--- config.mk ---
export PLATFORM = sky130hd
export DESIGN_NAME = largest_multiple_of_three_digits_top
export DESIGN_NICKNAME = d
export VERILOG_FILES = /design/src/rtl/core/lmt_pkg.sv /design/src/rtl/core/lmt_digit_store.sv /design/src/rtl/core/lmt_hist.sv /design/src/rtl/core/largest_multiple_of_three_digits_top.sv
export SDC_FILE = /design/constraint.sdc
export NUM_CORES = 1
export LEC_CHECK = 0
export BUFFER_PORTS_ARGS = -buffer_cell sky130_fd_sc_hd__clkbuf_2
export CORE_ASPECT_RATIO = 2
export CORE_MARGIN = 5
export CORE_UTILIZATION = 57
export CTS_CLUSTER_DIAMETER = 150
export DETAILED_ROUTE_END_ITERATION = 12
export GPL_TIMING_DRIVEN = 0
export HOLD_SLACK_MARGIN = 0.06
export PLACE_DENSITY = 0.76
export SLEW_MARGIN = 15
export SYNTH_ARGS = -nofsm -noshare
export SYNTH_HDL_FRONTEND = slang
export SYNTH_SLANG_ARGS = --single-unit
--- constraint.sdc ---
create_clock -name clk -period 4.5 [get_ports clk]
set_input_delay 0.45 -clock clk [delete_from_list [all_inputs] [get_ports clk]]
set_output_delay 0.45 -clock clk [all_outputs]
set_load 0.02 [all_outputs]
--- src/rtl/core/lmt_pkg.sv ---
// shared constants, types and helpers for the largest multiple of three digit block
package lmt_pkg;

    // capacity and derived widths
    localparam int MaxDigits = 64;
    localparam int AddrW     = (MaxDigits > 1) ? $clog2(MaxDigits) : 1;
    localparam int CntW      = $clog2(MaxDigits + 1);
    localparam int DigitW    = 4;
    localparam int DigitBase = 10;
    localparam logic [DigitW-1:0] DigitMax  = DigitW'(DigitBase - 1);
    localparam logic [DigitW-1:0] DigitEnd  = DigitW'(DigitBase);
    localparam logic [DigitW-1:0] DigitZero = '0;

    // request to the histogram bank: one increment or decrement per cycle
    typedef struct packed {
        logic              inc;
        logic              dec;
        logic [DigitW-1:0] idx;
    } hist_op_t;

    // remainder of a digit by three
    function automatic logic [1:0] mod3(input logic [DigitW-1:0] v);
        logic [1:0] r;
        case (v)
            4'd0, 4'd3, 4'd6, 4'd9:  r = 2'd0;
            4'd1, 4'd4, 4'd7, 4'd10: r = 2'd1;
            4'd2, 4'd5, 4'd8, 4'd11: r = 2'd2;
            4'd12, 4'd15:            r = 2'd0;
            4'd13:                   r = 2'd1;
            4'd14:                   r = 2'd2;
            default:                 r = 2'd0;
        endcase
        return r;
    endfunction

    // running sum remainder by three
    function automatic logic [1:0] add_mod3(input logic [1:0] a, input logic [1:0] b);
        logic [2:0] s;
        s = {1'b0, a} + {1'b0, b};
        if (s >= 3'd3)
        begin
            s = s - 3'd3;
        end
        return s[1:0];
    endfunction

endpackage

--- src/rtl/core/lmt_digit_store.sv ---
// digit memory, one write and one registered read port
module lmt_digit_store (
    input  logic                        clk,
    input  logic                        wr_en,
    input  logic [lmt_pkg::AddrW-1:0]   wr_addr,
    input  logic [lmt_pkg::DigitW-1:0]  wr_data,
    input  logic                        rd_en,
    input  logic [lmt_pkg::AddrW-1:0]   rd_addr,
    output logic [lmt_pkg::DigitW-1:0]  rd_data
);

    logic [lmt_pkg::DigitW-1:0] mem [lmt_pkg::MaxDigits];
    logic [lmt_pkg::DigitW-1:0] rd_data_reg;

    // write port
    always_ff @(posedge clk)
    begin
        if (wr_en)
        begin
            mem[wr_addr] <= wr_data;
        end
    end

    // registered read port
    always_ff @(posedge clk)
    begin
        if (rd_en)
        begin
            rd_data_reg <= mem[rd_addr];
        end
    end

    assign rd_data = rd_data_reg;

endmodule

--- src/rtl/core/lmt_hist.sv ---
// per-value digit counters behind one shared increment/decrement unit
module lmt_hist (
    input  logic                       clk,
    input  logic                       rst_n,
    input  lmt_pkg::hist_op_t          op,
    output logic [lmt_pkg::CntW-1:0]   cnt
);

    logic [lmt_pkg::CntW-1:0] hist_reg [lmt_pkg::DigitBase];
    logic [lmt_pkg::CntW-1:0] upd;
    logic                     in_range;

    // selected counter, values past nine read as empty
    assign in_range = (op.idx < lmt_pkg::DigitEnd);
    assign cnt      = in_range ? hist_reg[op.idx] : '0;

    // shared add/subtract unit
    assign upd = op.inc ? (cnt + lmt_pkg::CntW'(1)) : (cnt - lmt_pkg::CntW'(1));

    // counter bank
    always_ff @(posedge clk or negedge rst_n)
    begin
        if (!rst_n)
        begin
            for (int i = 0; i < lmt_pkg::DigitBase; i++)
            begin
                hist_reg[i] <= '0;
            end
        end
        else if ((op.inc || op.dec) && in_range)
        begin
            hist_reg[op.idx] <= upd;
        end
    end

endmodule

--- src/rtl/core/largest_multiple_of_three_digits_top.sv ---
// top level: digit loading, counting sweep, removal scan and result emission
//
// Usage: digits arrive on the input channel (in_valid/in_ready, digit_in,
// final_digit), one request per cycle while the block is loading. Digits
// above nine count as nine. Up to 64 digits are kept; later ones are dropped
// and overflowed is raised on every result of that number. The request with
// final_digit set ends the number (even when it is itself dropped).
// After the final request in_ready stays low while the block works:
//   counting sweep over the N kept digits (one memory read a cycle,
//   registered read data), removal scan over the ten digit values,
//   emission: one result a cycle while the receiver takes them, with a
//   step past each digit value that has no digits left.
// All steps share one counter add/subtract unit on the ten-entry histogram.
// Results leave on the output channel (out_valid/out_ready) largest digit
// first, run_end on the last. When nothing remains a single result with
// result_empty and run_end set is sent. A stalled receiver simply holds the
// output register; emission pauses until it is taken. Reset (rst_n, async,
// active low) drops any number in progress and returns to loading.
module largest_multiple_of_three_digits_top (
    input  logic                        clk,
    input  logic                        rst_n,
    input  logic                        in_valid,
    output logic                        in_ready,
    input  logic [lmt_pkg::DigitW-1:0]  digit_in,
    input  logic                        final_digit,
    output logic                        out_valid,
    input  logic                        out_ready,
    output logic [lmt_pkg::DigitW-1:0]  digit_out,
    output logic                        run_end,
    output logic                        result_empty,
    output logic                        overflowed
);

    typedef enum logic [1:0] {
        S_LOAD,
        S_SWEEP,
        S_DROP,
        S_EMIT
    } state_t;

    state_t                      state_reg, state_next;
    logic [lmt_pkg::CntW-1:0]    count_reg, count_next;
    logic [lmt_pkg::CntW-1:0]    idx_reg, idx_next;
    logic [lmt_pkg::CntW-1:0]    left_reg, left_next;
    logic [1:0]                  rem_reg, rem_next;
    logic                        ovf_reg, ovf_next;
    logic                        rd_pend_reg, rd_pend_next;
    logic [lmt_pkg::DigitW-1:0]  val_reg, val_next;
    logic [1:0]                  need_reg, need_next;
    logic                        phase_b_reg, phase_b_next;
    logic                        out_valid_reg, out_valid_next;
    logic [lmt_pkg::DigitW-1:0]  digit_out_reg, digit_out_next;
    logic                        run_end_reg, run_end_next;
    logic                        empty_reg, empty_next;
    logic                        ovf_out_reg, ovf_out_next;

    logic                        in_acc;
    logic [lmt_pkg::DigitW-1:0]  digit_sat;
    logic                        wr_en;
    logic                        rd_en;
    logic [lmt_pkg::DigitW-1:0]  rd_data;
    lmt_pkg::hist_op_t           hop;
    logic [lmt_pkg::CntW-1:0]    hcnt;
    logic [1:0]                  target;
    logic                        out_free;

    // memory and histogram
    lmt_digit_store u_store (
        .clk     (clk),
        .wr_en   (wr_en),
        .wr_addr (count_reg[lmt_pkg::AddrW-1:0]),
        .wr_data (digit_sat),
        .rd_en   (rd_en),
        .rd_addr (idx_reg[lmt_pkg::AddrW-1:0]),
        .rd_data (rd_data)
    );

    lmt_hist u_hist (
        .clk   (clk),
        .rst_n (rst_n),
        .op    (hop),
        .cnt   (hcnt)
    );

    // handshake and input conditioning
    assign in_ready  = (state_reg == S_LOAD);
    assign in_acc    = in_valid && in_ready;
    assign digit_sat = (digit_in > lmt_pkg::DigitMax) ? lmt_pkg::DigitMax : digit_in;
    assign wr_en     = in_acc && (count_reg < lmt_pkg::CntW'(lmt_pkg::MaxDigits));
    assign rd_en     = (state_reg == S_SWEEP) && (idx_reg < count_reg);
    assign out_free  = !out_valid_reg || out_ready;
    assign target    = phase_b_reg ? (2'd3 - rem_reg) : rem_reg;

    // sequencer
    always_comb
    begin
        state_next     = state_reg;
        count_next     = count_reg;
        idx_next       = idx_reg;
        left_next      = left_reg;
        rem_next       = rem_reg;
        ovf_next       = ovf_reg;
        rd_pend_next   = 1'b0;
        val_next       = val_reg;
        need_next      = need_reg;
        phase_b_next   = phase_b_reg;
        out_valid_next = out_valid_reg && !out_ready;
        digit_out_next = digit_out_reg;
        run_end_next   = run_end_reg;
        empty_next     = empty_reg;
        ovf_out_next   = ovf_out_reg;
        hop.inc        = 1'b0;
        hop.dec        = 1'b0;
        hop.idx        = val_reg;

        case (state_reg)
            S_LOAD:
            begin
                if (in_acc)
                begin
                    if (wr_en)
                    begin
                        count_next = count_reg + lmt_pkg::CntW'(1);
                        rem_next   = lmt_pkg::add_mod3(rem_reg, lmt_pkg::mod3(digit_sat));
                    end
                    else
                    begin
                        ovf_next = 1'b1;
                    end
                    if (final_digit)
                    begin
                        idx_next   = '0;
                        state_next = S_SWEEP;
                    end
                end
            end

            S_SWEEP:
            begin
                // one read issued and one counted per cycle
                hop.idx      = rd_data;
                hop.inc      = rd_pend_reg;
                rd_pend_next = rd_en;
                if (rd_en)
                begin
                    idx_next = idx_reg + lmt_pkg::CntW'(1);
                end
                else if (!rd_pend_reg)
                begin
                    left_next    = count_reg;
                    need_next    = 2'd1;
                    phase_b_next = 1'b0;
                    if (rem_reg == 2'd0)
                    begin
                        val_next   = lmt_pkg::DigitMax;
                        state_next = S_EMIT;
                    end
                    else
                    begin
                        val_next   = lmt_pkg::DigitZero;
                        state_next = S_DROP;
                    end
                end
            end

            S_DROP:
            begin
                // smallest digits with the wanted remainder go first
                if (need_reg == 2'd0)
                begin
                    val_next   = lmt_pkg::DigitMax;
                    state_next = S_EMIT;
                end
                else if (val_reg == lmt_pkg::DigitEnd)
                begin
                    if (!phase_b_reg)
                    begin
                        phase_b_next = 1'b1;
                        need_next    = 2'd2;
                        val_next     = lmt_pkg::DigitZero;
                    end
                    else
                    begin
                        val_next   = lmt_pkg::DigitMax;
                        state_next = S_EMIT;
                    end
                end
                else if ((lmt_pkg::mod3(val_reg) == target) && (hcnt != '0))
                begin
                    hop.dec   = 1'b1;
                    need_next = need_reg - 2'd1;
                    left_next = left_reg - lmt_pkg::CntW'(1);
                end
                else
                begin
                    val_next = val_reg + lmt_pkg::DigitW'(1);
                end
            end

            S_EMIT:
            begin
                if (left_reg == '0)
                begin
                    // nothing left: single empty result
                    if (out_free)
                    begin
                        out_valid_next = 1'b1;
                        digit_out_next = lmt_pkg::DigitZero;
                        run_end_next   = 1'b1;
                        empty_next     = 1'b1;
                        ovf_out_next   = ovf_reg;
                        count_next     = '0;
                        rem_next       = 2'd0;
                        ovf_next       = 1'b0;
                        state_next     = S_LOAD;
                    end
                end
                else if (hcnt == '0)
                begin
                    val_next = val_reg - lmt_pkg::DigitW'(1);
                end
                else if (out_free)
                begin
                    hop.dec        = 1'b1;
                    left_next      = left_reg - lmt_pkg::CntW'(1);
                    out_valid_next = 1'b1;
                    digit_out_next = val_reg;
                    run_end_next   = (left_reg == lmt_pkg::CntW'(1));
                    empty_next     = 1'b0;
                    ovf_out_next   = ovf_reg;
                    if (left_reg == lmt_pkg::CntW'(1))
                    begin
                        count_next = '0;
                        rem_next   = 2'd0;
                        ovf_next   = 1'b0;
                        state_next = S_LOAD;
                    end
                end
            end

            default:
            begin
                state_next = S_LOAD;
            end
        endcase
    end

    // state and registered outputs
    always_ff @(posedge clk or negedge rst_n)
    begin
        if (!rst_n)
        begin
            state_reg     <= S_LOAD;
            count_reg     <= '0;
            idx_reg       <= '0;
            left_reg      <= '0;
            rem_reg       <= 2'd0;
            ovf_reg       <= 1'b0;
            rd_pend_reg   <= 1'b0;
            val_reg       <= '0;
            need_reg      <= 2'd0;
            phase_b_reg   <= 1'b0;
            out_valid_reg <= 1'b0;
            digit_out_reg <= '0;
            run_end_reg   <= 1'b0;
            empty_reg     <= 1'b0;
            ovf_out_reg   <= 1'b0;
        end
        else
        begin
            state_reg     <= state_next;
            count_reg     <= count_next;
            idx_reg       <= idx_next;
            left_reg      <= left_next;
            rem_reg       <= rem_next;
            ovf_reg       <= ovf_next;
            rd_pend_reg   <= rd_pend_next;
            val_reg       <= val_next;
            need_reg      <= need_next;
            phase_b_reg   <= phase_b_next;
            out_valid_reg <= out_valid_next;
            digit_out_reg <= digit_out_next;
            run_end_reg   <= run_end_next;
            empty_reg     <= empty_next;
            ovf_out_reg   <= ovf_out_next;
        end
    end

    assign out_valid    = out_valid_reg;
    assign digit_out    = digit_out_reg;
    assign run_end      = run_end_reg;
    assign result_empty = empty_reg;
    assign overflowed   = ovf_out_reg;

    // checks on the sequencer
    a_final_stalls_input: assert property (@(posedge clk) disable iff (!rst_n)
        in_valid && in_ready && final_digit |=> !in_ready)
        else $error("input still ready after final digit");

    a_count_bound: assert property (@(posedge clk) disable iff (!rst_n)
        count_reg <= lmt_pkg::CntW'(lmt_pkg::MaxDigits))
        else $error("digit count beyond capacity");

    a_digit_range: assert property (@(posedge clk) disable iff (!rst_n)
        out_valid && !result_empty |-> digit_out <= lmt_pkg::DigitMax)
        else $error("result digit out of range");

    a_empty_ends_run: assert property (@(posedge clk) disable iff (!rst_n)
        out_valid && result_empty |-> run_end)
        else $error("empty result without run end");

endmodule

==> results_dict.tcl <==
set metrics [dict create \
    r2r-start "state_reg[1]" \
    drt-total-wl_mm 41.7 \
    io_pins 18 \
    gp_congestion 0.887 \
    cts_tree "built" \
    fin_skew_ns 0.0240 \
    worstSetupPathType "reg2reg" \
    worst_slew_pin_slew_ns 1.21 \
    io_buffers 17 \
    die_area_mm2 0.0343 \
    fin_crit_ns 4.26 \
    finalSetupViolations 0 \
    drc 0 \
    grt_max_degree 88 \
    wl_per_cell_um 26.3 \
    start_util_pct 57.5 \
    slew_violations 0 \
    critPathLaunchType "flip-flop" \
    pre_cts_ws_ns -1.04 \
    nets 1233 \
    grtUsageMet1_pct 24.6 \
    drt_iter0_markers 757 \
    cts.clk_slew.worst_paths_ns 0.07 \
    cts.path.max_buffers 3 \
    cp-end-kind "flip-flop" \
    finalWorstSetupSlack_ns 0.235 \
    slew_headroom_pct 18.4 \
    synth_nets 1164 \
    hp-start "out_ready" \
    synth-xor-area-share_pct 0.663 \
    ys_warn_count 0 \
    cp.arrival_ns 4.67 \
    vias_per_cell 6.51 \
    clkSinkCount 372 \
    synth_edf_count 260 \
    synth_cells 1125 \
    die_y_um 257 \
    dp_hpwl_mm 29.9 \
    drtPass1Iterations 4 \
    grt_util_met3_pct 2.90 \
    track_usage_pct 24.7 \
    ys.flop_type "edfxtp_1" \
    yosysUniqueCellTypes 85 \
    total_leakage_power_nw 6.87 \
    grt_setup_unrepaired "false" \
    grt_pass1_wl_mm 63.9 \
    htreeDepth 2 \
    post-route-period-util_pct 94.8 \
    maxCapViolations 0 \
    peakVddDrop_v 0.000393 \
    synth-compound-area-share_pct 9.00 \
    status "finished, final reports clean" \
    synthAdderAreaFrac_pct 2.25 \
    antenna_found_initial 0 \
    power.density_mw_per_mm2 349 \
    synth.top_cell.area_share_pct 45.0 \
    largest_reg_flops 256 \
    synth_seq_area_share_pct 61.1 \
    die_w_um 133 \
    synth_top_area_cell "edfxtp_1" \
    drive_gt1_share_pct 25.9 \
    cts_buffers 34 \
    grt-busiest-layer "met2" \
    max_freq_ghz 0.234 \
    ys_ff_latch 372 \
    syn_avg_cell_area_um2 15.4 \
    ys_async_sr_fraction_pct 30.1 \
    vias 10331 \
    path_max_fanout 10 \
    synthMuxAreaShare_pct 17.1 \
    diodes 0 \
    gr-total-overflow 0 \
    fill_cells 2197 \
    use_met2_pct 46.2 \
    area_delta_synth_final_pct 11.6 \
    ant_nets 0 \
    syn_area_mm2 0.0174 \
    core_mm2 0.0302 \
    hp-class "in2reg" \
    synth-simple-area-share_pct 7.22 \
    fin_hold_ws_ns 0.333 \
    hold_viol 0 \
    crit_required_ns 4.91 \
    rows 90 \
    insertion_delay_ns 0.54 \
    cp-startpoint "state_reg[1]" \
    synth_top_family_by_area "multiplexers" \
    netlist_top_cells_area "edfxtp_1, dfrtp_1, mux4_2" \
    grt_pass1_vias 10871 \
    cts-root-buf "clkbuf_16" \
]
cell type report:
| class | instances | area, um^2 | area share [%] |
|---|---|---|---|
| clock buffer | 39 | 932 | 4.81 |
| timing repair buffer | 33 | 299 | 1.54 |
| sequential | 372 | 10600 | 54.8 |
| inverter | 34 | 128 | 0.659 |
| multi-input combinational | 656 | 6350 | 32.8 |
| clock inverter | 23 | 249 | 1.29 |
| buffer | 63 | 333 | 1.72 |
| tap | 368 | 460 | 2.38 |
where the power goes:
group	internal (W)	switching (W)	leakage (nW)	total, W
Clock	0.00174	0.00126	0.560	0.00300
Combinational	0.0000214	0.0000704	2.65	0.0000918
Sequential	0.00367	0.0000000000000000000250	3.66	0.00367
logic make-up after synthesis:
group                    Yosys count
AO/OA/AOI/OAI                    190
flip-flops                       372
XOR/XNOR                          10
adder cells (fa/ha/maj)           30
buffers and inverters             97
multiplexers                     174
AND/OR/NAND/NOR                  252
cell usage in the layout (no fill, tap or decap), types with 11 or more instances in the layout:
| cell | n |
|---|---|
| nand3_1 | 17 |
| clkbuf_1 | 32 |
| buf_4 | 13 |
| clkbuf_16 | 36 |
| inv_1 | 30 |
| a21oi_1 | 40 |
| o31ai_1 | 11 |
| mux4_2 | 85 |
| clkbuf_2 | 17 |
| edfxtp_1 | 260 |
| nor2_1 | 100 |
| nand2_1 | 42 |
| dfrtp_1 | 112 |
| mux2_2 | 67 |
| nand2b_1 | 22 |
| mux2_4 | 15 |
| or4_1 | 11 |
| o21ai_0 | 26 |
| a21o_1 | 12 |
| ha_1 | 28 |
per-stage QoR:
step	power, W	TNS [ns]	util [%]	instances	instance area, um^2
2_1_floorplan	0.00378	0	-	1125	17400
6_report	0.00676	0	64.2	1588	19400
3_3_place_gp	0.00382	-28.14	59.3	1510	17900
5_1_grt	0.00697	0	64.2	1588	19400
4_1_cts	0.00682	0	63.8	1579	19300
3_5_place_dp	0.00384	-24.36	59.8	1516	18000
cells in the mapped netlist (8+ instances only):
cell,instances
edfxtp_1,260
dfrtp_1,112
nor2_1,100
mux4_2,85
mux2_2,67
nand2_1,42
a21oi_1,40
clkbuf_1,32
inv_1,32
ha_1,28
o21ai_0,26
nand2b_1,22
nand3_1,17
mux2_4,15
a21o_1,12
o31ai_1,11
or4_1,11
buf_1,10
buf_2,10
nor2b_1,9
nor4_1,9
nor3_1,8
o211ai_4,8
worst max-delay path, cell delays in order (launching register included):
cell and delay [ns]:
dfrtp_1 0.43, inv_1 0.10, ha_1 0.16, buf_6 0.15
buf_8 0.14, buf_4 0.17, buf_2 0.26, nor4_1 0.10
a21oi_1 0.35, o2111ai_1 0.22, a221oi_2 0.45, ha_1 0.36
nand2b_1 0.14, nor3_1 0.06, a311oi_1 0.31, o311ai_2 0.24
buf_4 0.23, mux2_2 0.27
per-layer routing:
metal	vias to the layer above	share of wire, %
met1	5209	32
met5	-	0
li1	4584	-
met3	180	3.8
met4	0	8.9
met2	358	55
what timing repair did:
item                                    CTS  global route
buffers inserted                          0             9
hold buffers                              1             0
hold endpoints to repair                 25             0
pin swaps                                 0             1
endpoints found under the setup margin   50            36
resized for setup                         7             5
path summary, 6_finish.rpt:
path	end	slack, ns	cells past startpoint
worst max-delay path	u_hist.hist_reg[54]	0.24	17
worst min-delay path	out_valid	0.33	3
worst max register to register	u_hist.hist_reg[54]	0.24	17
worst min register to register	digit_out[1]	0.49	1
max in group asynchronous	u_hist.hist_reg[7]	3.38	3
min in group asynchronous	left_reg[2]	0.36	2
No activity file was read; power rests on OpenSTA's default activity.
